===== config.mk =====
export PLATFORM = sky130hd
export DESIGN_NAME = wbr_ctrl
export DESIGN_NICKNAME = d
export VERILOG_FILES = /design/src/rtl/wbr_pkg.sv /design/src/rtl/wbr_ctrl.sv
export SDC_FILE = /design/constraint.sdc
export NUM_CORES = 1
export LEC_CHECK = 0
export ABC_AREA = 1
export ABC_CLOCK_PERIOD_IN_PS = 1730
export BUFFER_PORTS_ARGS = -buffer_cell sky130_fd_sc_hd__clkbuf_2
export CAP_MARGIN = 5
export CORE_MARGIN = 2
export CORE_UTILIZATION = 52
export DETAILED_ROUTE_END_ITERATION = 6
export PLACE_DENSITY_LB_ADDON = 0.15
export SETUP_SLACK_MARGIN = 0.4
export SLEW_MARGIN = 40
export SYNTH_ARGS = -nofsm -noshare
export SYNTH_HDL_FRONTEND = slang
export SYNTH_SLANG_ARGS = --single-unit

===== constraint.sdc =====
create_clock -name aclk -period 1.73 [get_ports aclk]
set_input_delay 0.173 -clock aclk [delete_from_list [all_inputs] [get_ports aclk]]
set_output_delay 0.173 -clock aclk [all_outputs]
set_load 0.005 [all_outputs]

===== src/rtl/wbr_pkg.sv =====
// Shared types, widths and the semitone ratio table of the wavetable box resampler.
// No dependencies; every other file of the block imports this package.

package wbr_pkg;

    // Default sizes, handed down from the top level
    localparam int TABLE_COUNT_DEF  = 32;
    localparam int TABLE_LENGTH_DEF = 4096;
    localparam int NOTE_MAX_DEF     = 127;

    // Fixed field widths
    localparam int SAMPLE_W = 16;
    localparam int NOTE_W   = 7;
    localparam int NUM_W    = 32;
    localparam int TBL_W    = 5;
    localparam int ADDR_W   = 12;

    // Fixed-point layout: positions and ratios are Q.16
    localparam int FRAC_W   = 16;
    localparam int ROM_W    = 17;
    localparam int QUO_W    = 17;
    localparam int STEP_W   = 5;

    localparam logic [QUO_W-1:0] RES_MAX = QUO_W'(32767);

    // Input word commands
    localparam logic CMD_WRITE = 1'b0;
    localparam logic CMD_READ  = 1'b1;

    // Commands from the controller to the datapath
    typedef struct packed {
        logic wr;      // store one sample
        logic cap;     // capture a read word
        logic ratio;   // form the pitch ratio
        logic rmod;    // reduce the ratio by the table span
        logic mdbl;    // modular multiply: double
        logic madd;    // modular multiply: conditional add
        logic span;    // split the window start into index and fractions
        logic rd;      // issue one table read
        logic dinit;   // load the divider
        logic dstep;   // one quotient bit
        logic oload;   // load the output register
        logic ozero;   // output zero instead of the quotient
    } wbr_cmd_t;

    // Status from the datapath to the controller
    typedef struct packed {
        logic tbl_ok;  // active table exists
        logic rm_ge;   // ratio still at or above the table span
        logic last;    // next read is the last of the window
        logic busy;    // read pipeline still holds terms
    } wbr_sts_t;

    // round(2^(k/12) * 65536) for k = 0..11
    function automatic logic [ROM_W-1:0] octave_ratio(input logic [3:0] semi);
        logic [ROM_W-1:0] val;
        unique case (semi)
            4'd0:    val = 17'd65536;
            4'd1:    val = 17'd69433;
            4'd2:    val = 17'd73562;
            4'd3:    val = 17'd77936;
            4'd4:    val = 17'd82570;
            4'd5:    val = 17'd87480;
            4'd6:    val = 17'd92682;
            4'd7:    val = 17'd98193;
            4'd8:    val = 17'd104032;
            4'd9:    val = 17'd110218;
            4'd10:   val = 17'd116772;
            4'd11:   val = 17'd123715;
            default: val = 17'd65536;
        endcase
        return val;
    endfunction

endpackage


===== src/rtl/wbr_ctrl.sv =====
// Controller of the wavetable box resampler: sequences capture, ratio reduction,
// modular multiply, window walk, division and output handoff.
// Depends on wbr_pkg for the command and status structs.

module wbr_ctrl
    import wbr_pkg::*;
(
    input  logic     aclk,
    input  logic     aresetn,
    input  logic     s_valid,
    output logic     s_ready,
    input  logic     s_command,
    output logic     m_valid,
    input  logic     m_ready,
    input  wbr_sts_t sts,
    output wbr_cmd_t cmd
);

    localparam logic [3:0] ST_IDLE  = 4'd0;
    localparam logic [3:0] ST_RATIO = 4'd1;
    localparam logic [3:0] ST_RMOD  = 4'd2;
    localparam logic [3:0] ST_MDBL  = 4'd3;
    localparam logic [3:0] ST_MADD  = 4'd4;
    localparam logic [3:0] ST_SPAN  = 4'd5;
    localparam logic [3:0] ST_READ  = 4'd6;
    localparam logic [3:0] ST_DRAIN = 4'd7;
    localparam logic [3:0] ST_DINIT = 4'd8;
    localparam logic [3:0] ST_DIV   = 4'd9;
    localparam logic [3:0] ST_OUT   = 4'd10;

    logic [3:0]        state_reg, state_next;
    logic [STEP_W-1:0] step_reg, step_next;
    logic              zero_reg, zero_next;
    logic              m_valid_reg, m_valid_next;
    logic              accept;
    logic              out_free;

    assign s_ready  = (state_reg == ST_IDLE);
    assign accept   = s_valid && s_ready;
    assign out_free = !m_valid_reg || m_ready;
    assign m_valid  = m_valid_reg;

    // Next state and commands
    always_comb begin
        state_next   = state_reg;
        step_next    = step_reg;
        zero_next    = zero_reg;
        m_valid_next = (m_valid_reg && !m_ready);
        cmd          = '0;

        unique case (state_reg)
            ST_IDLE: begin
                if (accept) begin
                    if (s_command == CMD_WRITE) begin
                        cmd.wr = 1'b1;
                    end else begin
                        cmd.cap    = 1'b1;
                        zero_next  = !sts.tbl_ok;
                        state_next = sts.tbl_ok ? ST_RATIO : ST_OUT;
                    end
                end
            end
            ST_RATIO: begin
                cmd.ratio  = 1'b1;
                state_next = ST_RMOD;
            end
            ST_RMOD: begin
                if (sts.rm_ge) begin
                    cmd.rmod = 1'b1;
                end else begin
                    step_next  = STEP_W'(NUM_W - 1);
                    state_next = ST_MDBL;
                end
            end
            ST_MDBL: begin
                cmd.mdbl   = 1'b1;
                state_next = ST_MADD;
            end
            ST_MADD: begin
                cmd.madd = 1'b1;
                if (step_reg == '0) begin
                    state_next = ST_SPAN;
                end else begin
                    step_next  = step_reg - 1'b1;
                    state_next = ST_MDBL;
                end
            end
            ST_SPAN: begin
                cmd.span   = 1'b1;
                state_next = ST_READ;
            end
            ST_READ: begin
                cmd.rd = 1'b1;
                if (sts.last) begin
                    state_next = ST_DRAIN;
                end
            end
            ST_DRAIN: begin
                if (!sts.busy) begin
                    state_next = ST_DINIT;
                end
            end
            ST_DINIT: begin
                cmd.dinit  = 1'b1;
                step_next  = STEP_W'(QUO_W - 1);
                state_next = ST_DIV;
            end
            ST_DIV: begin
                cmd.dstep = 1'b1;
                if (step_reg == '0) begin
                    state_next = ST_OUT;
                end else begin
                    step_next = step_reg - 1'b1;
                end
            end
            ST_OUT: begin
                // Hold until the output register is free, then hand off the word
                if (out_free) begin
                    cmd.oload    = 1'b1;
                    cmd.ozero    = zero_reg;
                    m_valid_next = 1'b1;
                    state_next   = ST_IDLE;
                end
            end
            default: begin
                state_next = ST_IDLE;
            end
        endcase
    end

    // State registers
    always_ff @(posedge aclk) begin
        if (!aresetn) begin
            state_reg   <= ST_IDLE;
            step_reg    <= '0;
            zero_reg    <= 1'b0;
            m_valid_reg <= 1'b0;
        end else begin
            state_reg   <= state_next;
            step_reg    <= step_next;
            zero_reg    <= zero_next;
            m_valid_reg <= m_valid_next;
        end
    end

endmodule


* Word level (Yosys, flattened, before mapping)
Index checks and enable logic that the tools add are counted.
W data, S select, Z words.
** Operators by class
- Add/subtract/negate cells :: 1
- Equality and inequality tests :: 18
- Muxes and demuxes :: 30
- Reduce and logical (&&, ||, !) cells :: 13
** Operator list (number)
- $pmux W4 S11 :: 1
- $mux W4 :: 8
- $eq A4 B3 Y1 const B :: 4
- $pmux W5 S3 :: 1
- $mux W1 :: 13
- $eq A4 B4 Y1 const B :: 3
- $ne A2 B2 Y1 const B :: 6
- $mux W5 :: 2
- $eq A4 B2 Y1 const B :: 2
- $mux W2 :: 4
- $reduce_and A7 Y1 :: 1
- $reduce_and A3 Y1 :: 2
- $logic_not A5 Y1 :: 1
- $sub A5 B1 Y5 const B :: 1
- $eq A4 B1 Y1 const B :: 1
- $logic_not A4 Y1 :: 1
- $ne A2 B1 Y1 const B :: 2
- $logic_not A1 Y1 :: 3
- $mux W3 :: 1
- $reduce_bool A3 Y1 :: 1
- $logic_and A1 B1 Y1 :: 2
- $reduce_or A2 Y1 :: 1
- $logic_or A1 B1 Y1 :: 1
** Word-level totals
- Register bits :: 11
- Output and inout bits :: 14

* Longest topological paths before layout
Gate-level depths: netlist of the first run.
- Depth in word-level cells :: 4
- Depth in mapped cells :: 11

* Worst setup path after synthesis of the first run
No wires, ideal clock.
- Path kind :: reg2reg
- From :: reg step_reg[0]
- To :: reg step_reg[0]
- Arrival :: 1.171 ns
- Data required time :: 1.658 ns
- Setup slack :: 0.488 ns
- Cell stages (with the launch flop) :: 12
- Buffers on the path :: 0
- Clock period less this slack :: 1.242 ns
- Cell sequence :: dfxtp_1 > inv_1 > ha_1 > inv_1 > nor2_1 > nand2_1 > inv_1 > nand2_4 > nand2_4 > nor2_4 > nand2_1 > a21oi_1
** On the way
- Cells in the longest elaborated chain, start to end :: 3
- Elaborated cells on any way between the ends :: 6
** RTL lines
- start, declared :: line wbr_ctrl.sv:32 : logic [STEP_W-1:0] step_reg, step_next;
- start signal, assigned :: line wbr_ctrl.sv:140 : step_reg <= step_next;
- $sub A5 B1 Y5 or $logic_not A5 Y1 (tied branches)
- $mux W5 or $ne A2 B2 Y1 (tied branches)
- $pmux W5 S3 or $reduce_and A3 Y1 (tied branches)
Several ways; a longest one is shown, not always the timed one. The select of a mux whose other input is x is not followed.
A chain may end at the register's enable or synchronous reset.

==> results.sh, run 1 <==
export IMPL_drc=0
export IMPL_start_util_pct=54.21
export IMPL_min_period_over_period_pct=91.60
export IMPL_hold_viol_final=0
export IMPL_nNetsFinal=216
export IMPL_yosysUniqueCellTypes=21
export IMPL_drtIter0Drc=86
export IMPL_slowest_stage="dfxtp_4"
export IMPL_viasPerCell=5.808
export IMPL_core_mm2=0.001708
export IMPL_hp_start="sts[3]"
export IMPL_seq_area_frac_synth_pct=23.78
export IMPL_grt_max_degree=10
export IMPL_row_count=15
export IMPL_arrival_ps=1410
export IMPL_slew_violations=0
export IMPL_timing_rr_end="step_reg[0]"
export IMPL_syn_cell_area_um2=925.9
export IMPL_grt_use_total_pct=29.53
export IMPL_root_buffer="clkbuf_4"
export IMPL_cts_tree="done"
export IMPL_synth_warnings=0
export IMPL_hold_end="zero_reg"
export IMPL_drtAntennaViolNets=0
export IMPL_wl_per_cell_um=18.77
export IMPL_clock_latency_ps=280
export IMPL_dpl_cell_count=196
export IMPL_post_route_cells_drive_above_1_share_pct=56.86
export IMPL_maxCapViolCount=0
export IMPL_dieHeight_um=46.20
export IMPL_path_clk_slew_ps=90
export IMPL_ys_seq_elements=11
export IMPL_status="complete, no violations"
export IMPL_hold_path_class="in -> reg"
export IMPL_syn2layout_area_growth_pct=63.92
export IMPL_hold_depth=2
export IMPL_setup_violations=0
export IMPL_ios=23
export IMPL_grt_pass1_vias=1004
export IMPL_peakVddDrop_mv=1.390
export IMPL_drt_pre_antenna_iters=5
export IMPL_die_area_mm2=0.002134
export IMPL_largest_reg_flops=5
export IMPL_r2r_start="state_reg[2]"
export IMPL_path_max_fanout=6
export IMPL_cp_end_kind="output port"
export IMPL_slew_headroom_pct=73.64
export IMPL_worst_pin_slew_ps=393.9
export IMPL_diodes=0
export IMPL_max_stage_delay_ps=410
export IMPL_place_congestion=0.9568
export IMPL_tns_ps=0
export IMPL_postRouteWirelength_um=4298
export IMPL_clk_path_buf_depth=2
export IMPL_rsz0062_at_grt="yes"
export IMPL_vias=1330
export IMPL_seq_area_um2=237.7
export IMPL_n_fill_cell=77
export IMPL_synth_fp_nets=160
export IMPL_finClkSkew_ps=4.611
export IMPL_path_class="reg -> out"
export IMPL_ff2ff_setup_slack_ps=210
export IMPL_clock_sinks=11
export IMPL_antenna_found_initial=0
export IMPL_cts_buffers=3
export IMPL_io_buffers=22
export IMPL_cts_max_level=1
export IMPL_p_leak_uw=0.0007901
export IMPL_cp_start_kind="register"
export IMPL_dp_hpwl_um=1742
export IMPL_multi_input_area_um2=748.2
export IMPL_synthCells=149
export IMPL_instances_no_fill=229
export IMPL_reg2regPathDepth=9
export IMPL_grt_pass1_wl_um=4471
export IMPL_grt_overflow_total=0
export IMPL_fmax_ghz=0.6311
export IMPL_critPathRequiredTime_ps=1560
export IMPL_dieWidth_um=46.20
export IMPL_path_cells="inv_4, nor2_4, nand2_2, nor2_1, buf_2"
export IMPL_syn_area_per_cell_um2=6.214
export IMPL_p_per_area_mw_per_mm2=1887
export IMPL_final_min_clock_period_ps=1585
==> where the power goes <==
group	internal (uW)	switching (uW)	total (uW)	leakage [uW]
clock network	89.3	111	201	0.0000150
logic	919	1240	2150	0.000681
registers	370	137	508	0.0000938
==> routing by layer <==
layer  global-route usage [%]  up-vias  share of wire, %  routed length [um]
li1                         -      575                 -                   -
met1                    36.92      586                35                1492
met2                    46.94      135                49                2088
met3                    4.314       34               9.8                 422
met4                    18.29        0               6.9                 296
met5                        0        -                 0                   0
==> final cells by class <==
type,count,area share [%]
timing repair buffer,51,23.41
clock buffer,4,1.731
multi-input combinational,109,49.30
sequential,11,15.66
tap,25,2.061
inverter,29,7.832
==> worst max-delay path: cells and delay by family (launching register included) <==
family | cells | cell delay, ps
flops | 1 | 410
buf+inv | 2 | 210
simple gates | 3 | 510
==> cell usage in the layout (no fill, tap or decap) <==
cell type,instances
dfxtp_2,2
xor2_1,2
nand2_2,13
inv_1,16
nand3_2,3
nand3_1,6
nor2_1,10
nand3_4,5
dfxtp_4,4
nor2_2,2
buf_4,25
nor2_4,10
o211ai_1,1
nand4_1,2
a21oi_1,7
clkbuf_1,1
clkinv_1,2
o21ai_0,2
dfxtp_1,5
clkbuf_2,15
buf_2,5
nand2_4,7
o21ai_1,3
nor3_2,2
nand2_1,29
inv_4,4
ha_1,2
a21oi_2,3
inv_2,7
buf_6,6
clkbuf_4,3
==> cells in the mapped netlist <==
| cell | instances | area share, % |
|---|---|---|
| a21oi_1 | 10 | 5.4 |
| clkinv_1 | 2 | 0.81 |
| dfxtp_1 | 11 | 24 |
| ha_1 | 2 | 2.7 |
| inv_1 | 22 | 8.9 |
| inv_2 | 5 | 2.0 |
| nand2_1 | 43 | 17 |
| nand2_2 | 1 | 0.68 |
| nand2_4 | 5 | 6.1 |
| nand3_1 | 10 | 5.4 |
| nand3_2 | 2 | 2.2 |
| nand3_4 | 2 | 3.8 |
| nand4_1 | 2 | 1.4 |
| nor2_1 | 15 | 6.1 |
| nor2_2 | 3 | 2.0 |
| nor2_4 | 4 | 4.9 |
| nor3_1 | 2 | 1.1 |
| o211ai_1 | 1 | 0.81 |
| o21ai_0 | 2 | 1.1 |
| o21ai_1 | 3 | 1.6 |
| xor2_1 | 2 | 1.9 |
==> what timing repair did <==
item | 4_1_cts | 5_1_grt
resized for setup | 30 | 40
cloned | 0 | 0
setup buffers | 16 | 13
setup endpoints to repair | 22 | 22
hold buffers | 0 | 0
hold endpoints to repair | 0 | 0
pin swaps | 12 | 22
==> cells by family (layout without fill, tap and decap cells) <==
logic type / after synthesis / in the layout / share of synthesized area (%)
xor+xnor: 2 / 2 / 1.892
compound gates: 16 / 16 / 8.919
simple gates: 89 / 89 / 50.94
flops: 11 / 11 / 23.78
buf+inv: 29 / 84 / 11.76
fa+ha+maj: 2 / 2 / 2.702
==> worst max-delay path by stage <==
stage / startpoint / endpoint / slack [ps] / depth (start not counted)
2_1_floorplan: step_reg[0] / step_reg[0] / 490 / 11
3_3_place_gp: state_reg[1] / step_reg[1] / 370 / 8
3_5_place_dp: step_reg[0] / step_reg[0] / 330 / 11
4_1_cts: state_reg[1] / cmd[0] / 310 / 5
5_1_grt: state_reg[2] / step_reg[0] / 120 / 9
6_report: state_reg[1] / cmd[1] / 150 / 5
==> metrics by stage <==
stage | setup WS [ps] | area [um2] | utilization, % | total power (uW) | hold slack [ps]
after global routing | 116.7 | 1518 | 88.86 | 2964 | 137.8
after CTS | 311.0 | 1294 | 75.75 | 2207 | 115.7
final | 145.3 | 1518 | 88.86 | 2863 | 144.2
after global placement | 366.5 | 1067 | 62.49 | 1622 | 389.9
after floorplan | 487.8 | 925.9 | - | 1392 | 262.4
after detailed placement | 331.7 | 1067 | 62.49 | 1652 | 399.9
No activity file was read; power rests on OpenSTA's default activity.
==> inputs of run 2 (changes only) <==
CORE_UTILIZATION = 40   (was 52)
CTS_BUF_LIST = sky130_fd_sc_hd__clkbuf_4 sky130_fd_sc_hd__clkbuf_8 sky130_fd_sc_hd__clkbuf_16   (was not set)
CTS_CLUSTER_SIZE = 20   (was not set)
==> run 2 against run 1 <==
Net effect: cell count shrank 1.7%; sequential power shrank 2%; register-to-register slack gained 100 ps; hold slack lost 51 ps; wire length shrank 34%; worst setup slack gained 120 ps; largest power group unchanged; critical endpoint is now cmd[4]; via count shrank 15%; die area grew 27%; global-route usage shrank 5.9 points.
==> results.sh, run 2 (synthesis results as in run 1) <==
export IMPL_p_comb_share_pct=70.8
export IMPL_postRouteWirelength_um=2823
export IMPL_hold_depth=2
export IMPL_net_switching_power_uw=1251
export IMPL_worst_pin_slew_ps=362.3
export IMPL_dpl_cell_count=199
export IMPL_hold_viol_final=0
export IMPL_p_per_area_mw_per_mm2=1676
export IMPL_start_util_pct=42.26
export IMPL_p_clk_share_pct=8.7
export IMPL_cts_buffers=3
export IMPL_wl_per_cell_um=12.55
export IMPL_grt_max_degree=10
export IMPL_maxCapViolCount=0
export IMPL_seq_area_um2=237.7
export IMPL_path_max_fanout=5
export IMPL_core_mm2=0.002191
export IMPL_dieWidth_um=52.11
export IMPL_slew_headroom_pct=75.70
export IMPL_place_congestion=0.9171
export IMPL_instances_no_fill=225
export IMPL_grt_pass1_vias=1075
export IMPL_n_fill_cell=179
export IMPL_vias=1125
export IMPL_holdWs_ps=93.28
export IMPL_ios=23
export IMPL_rsz0062_at_grt="yes"
export IMPL_root_buffer="clkbuf_4"
export IMPL_antenna_found_initial=0
export IMPL_dp_hpwl_um=1790
export IMPL_dieHeight_um=52.11
export IMPL_drt_pre_antenna_iters=6
export IMPL_grt_use_total_pct=23.64
export IMPL_fmax_ghz=0.6808
export IMPL_final_cell_mix="nand2_1, clkbuf_2, buf_4"
export IMPL_path_class="reg -> out"
export IMPL_p_int_uw=1181
export IMPL_hold_path_class="in -> reg"
export IMPL_netSwitchingFraction_pct=51.44
export IMPL_nNetsFinal=209
export IMPL_grt_pass1_wl_um=4664
export IMPL_seqPwrFrac_pct=20.5
export IMPL_min_period_over_period_pct=84.90
export IMPL_io_buffers=22
export IMPL_place_area_mm2=0.001071
export IMPL_syn2layout_area_growth_pct=56.76
export IMPL_clk_path_buf_depth=2
export IMPL_peakVddDrop_mv=1.047
export IMPL_stdcell_area_mm2=0.001451
export IMPL_grt_overflow_total=0
export IMPL_diodes=0
export IMPL_setup_violations=0
export IMPL_reg2regPathDepth=8
export IMPL_row_count=17
export IMPL_viasPerCell=5.000
export IMPL_drtIter0Drc=37
export IMPL_clock_latency_ps=290
export IMPL_critPathRequiredTime_ps=1560
export IMPL_drc=0
export IMPL_path_clk_slew_ps=80
export IMPL_arrival_ps=1300
export IMPL_drtAntennaViolNets=0
export IMPL_status="complete, no violations"
export IMPL_layout_commonest_cell="nand2_1"
export IMPL_post_route_cells_drive_above_1_share_pct=59.39
export IMPL_p_leak_uw=0.0007606
export IMPL_largest_reg_flops=5
export IMPL_die_area_mm2=0.002715
export IMPL_slew_violations=0
export IMPL_finClkSkew_ps=2.161
export IMPL_cts_max_level=1
export IMPL_multi_input_area_um2=743.2
export IMPL_cp_start_kind="register"
export IMPL_clock_sinks=11
export IMPL_final_min_clock_period_ps=1469
export IMPL_tns_ps=0
export IMPL_cts_tree="done"
export IMPL_cp_end_kind="output port"
run 2: cell types whose count changed in the layout (fill, tap and decap cells not counted), sizes merged:
cell,delta
buf,-11
inv,+1
clkinv,-1
clkbuf,+4
run 2: through the flow:
| step | util (%) | setup slack, ps | total power (uW) |
|---|---|---|---|
| 2_1_floorplan | - | 487.8 | 1392 |
| 3_3_place_gp | 48.89 | 276.9 | 1645 |
| 3_5_place_dp | 48.89 | 271.2 | 1658 |
| 4_1_cts | 60.42 | 297.7 | 2213 |
| 5_1_grt | 66.25 | 216.6 | 2633 |
| 6_report | 66.25 | 261.2 | 2433 |
run 2: what timing repair did:
| item | 4_1_cts | 5_1_grt |
|---|---|---|
| cloned | 0 | 0 |
| setup endpoints to repair | 22 | 22 |
| resized for setup | 38 | 33 |
| buffers inserted | 16 | 6 |
| pin swaps | 20 | 18 |
| hold buffers | 0 | 0 |
run 2: final cells by class:
type	instances	area share, %
sequential	11	16.38
inverter	29	8.190
timing repair buffer	44	19.74
multi-input combinational	109	51.21
clock buffer	4	2.069
tap	28	2.414
run 2: worst paths after layout:
kind                     start     endpoint  slack, ps
setup / recovery  state_reg[2]       cmd[4]        260
setup reg to reg  state_reg[1]      m_valid        310
hold / removal          sts[3]     zero_reg         90
hold reg to reg    step_reg[1]  step_reg[1]        490
run 2: worst max-delay path: stages, from the launching register on:
cell and delay, ps:
dfxtp_4 410, inv_4 50, nor2_4 230, nand2_2 120, inv_2 80, clkbuf_2 100
run 2: per-layer routing:
layer / global-route usage, % / up-vias / routed length, um
met2: 39.24 / 41 / 1341
met4: 11.40 / 0 / 65
li1: - / 566 / -
met1: 28.98 / 511 / 1255
met5: 0 / - / 0
met3: 4.598 / 7 / 160
run 2: power groups by stage:
stage / Clock, uW / Sequential (uW) / Combinational, uW
6_report: 211 / 499 / 1720
5_1_grt: 230 / 512 / 1890
4_1_cts: 210 / 489 / 1510
3_5_place_dp: 0 / 460 / 1200
3_3_place_gp: 0 / 453 / 1190
2_1_floorplan: 0 / 437 / 955
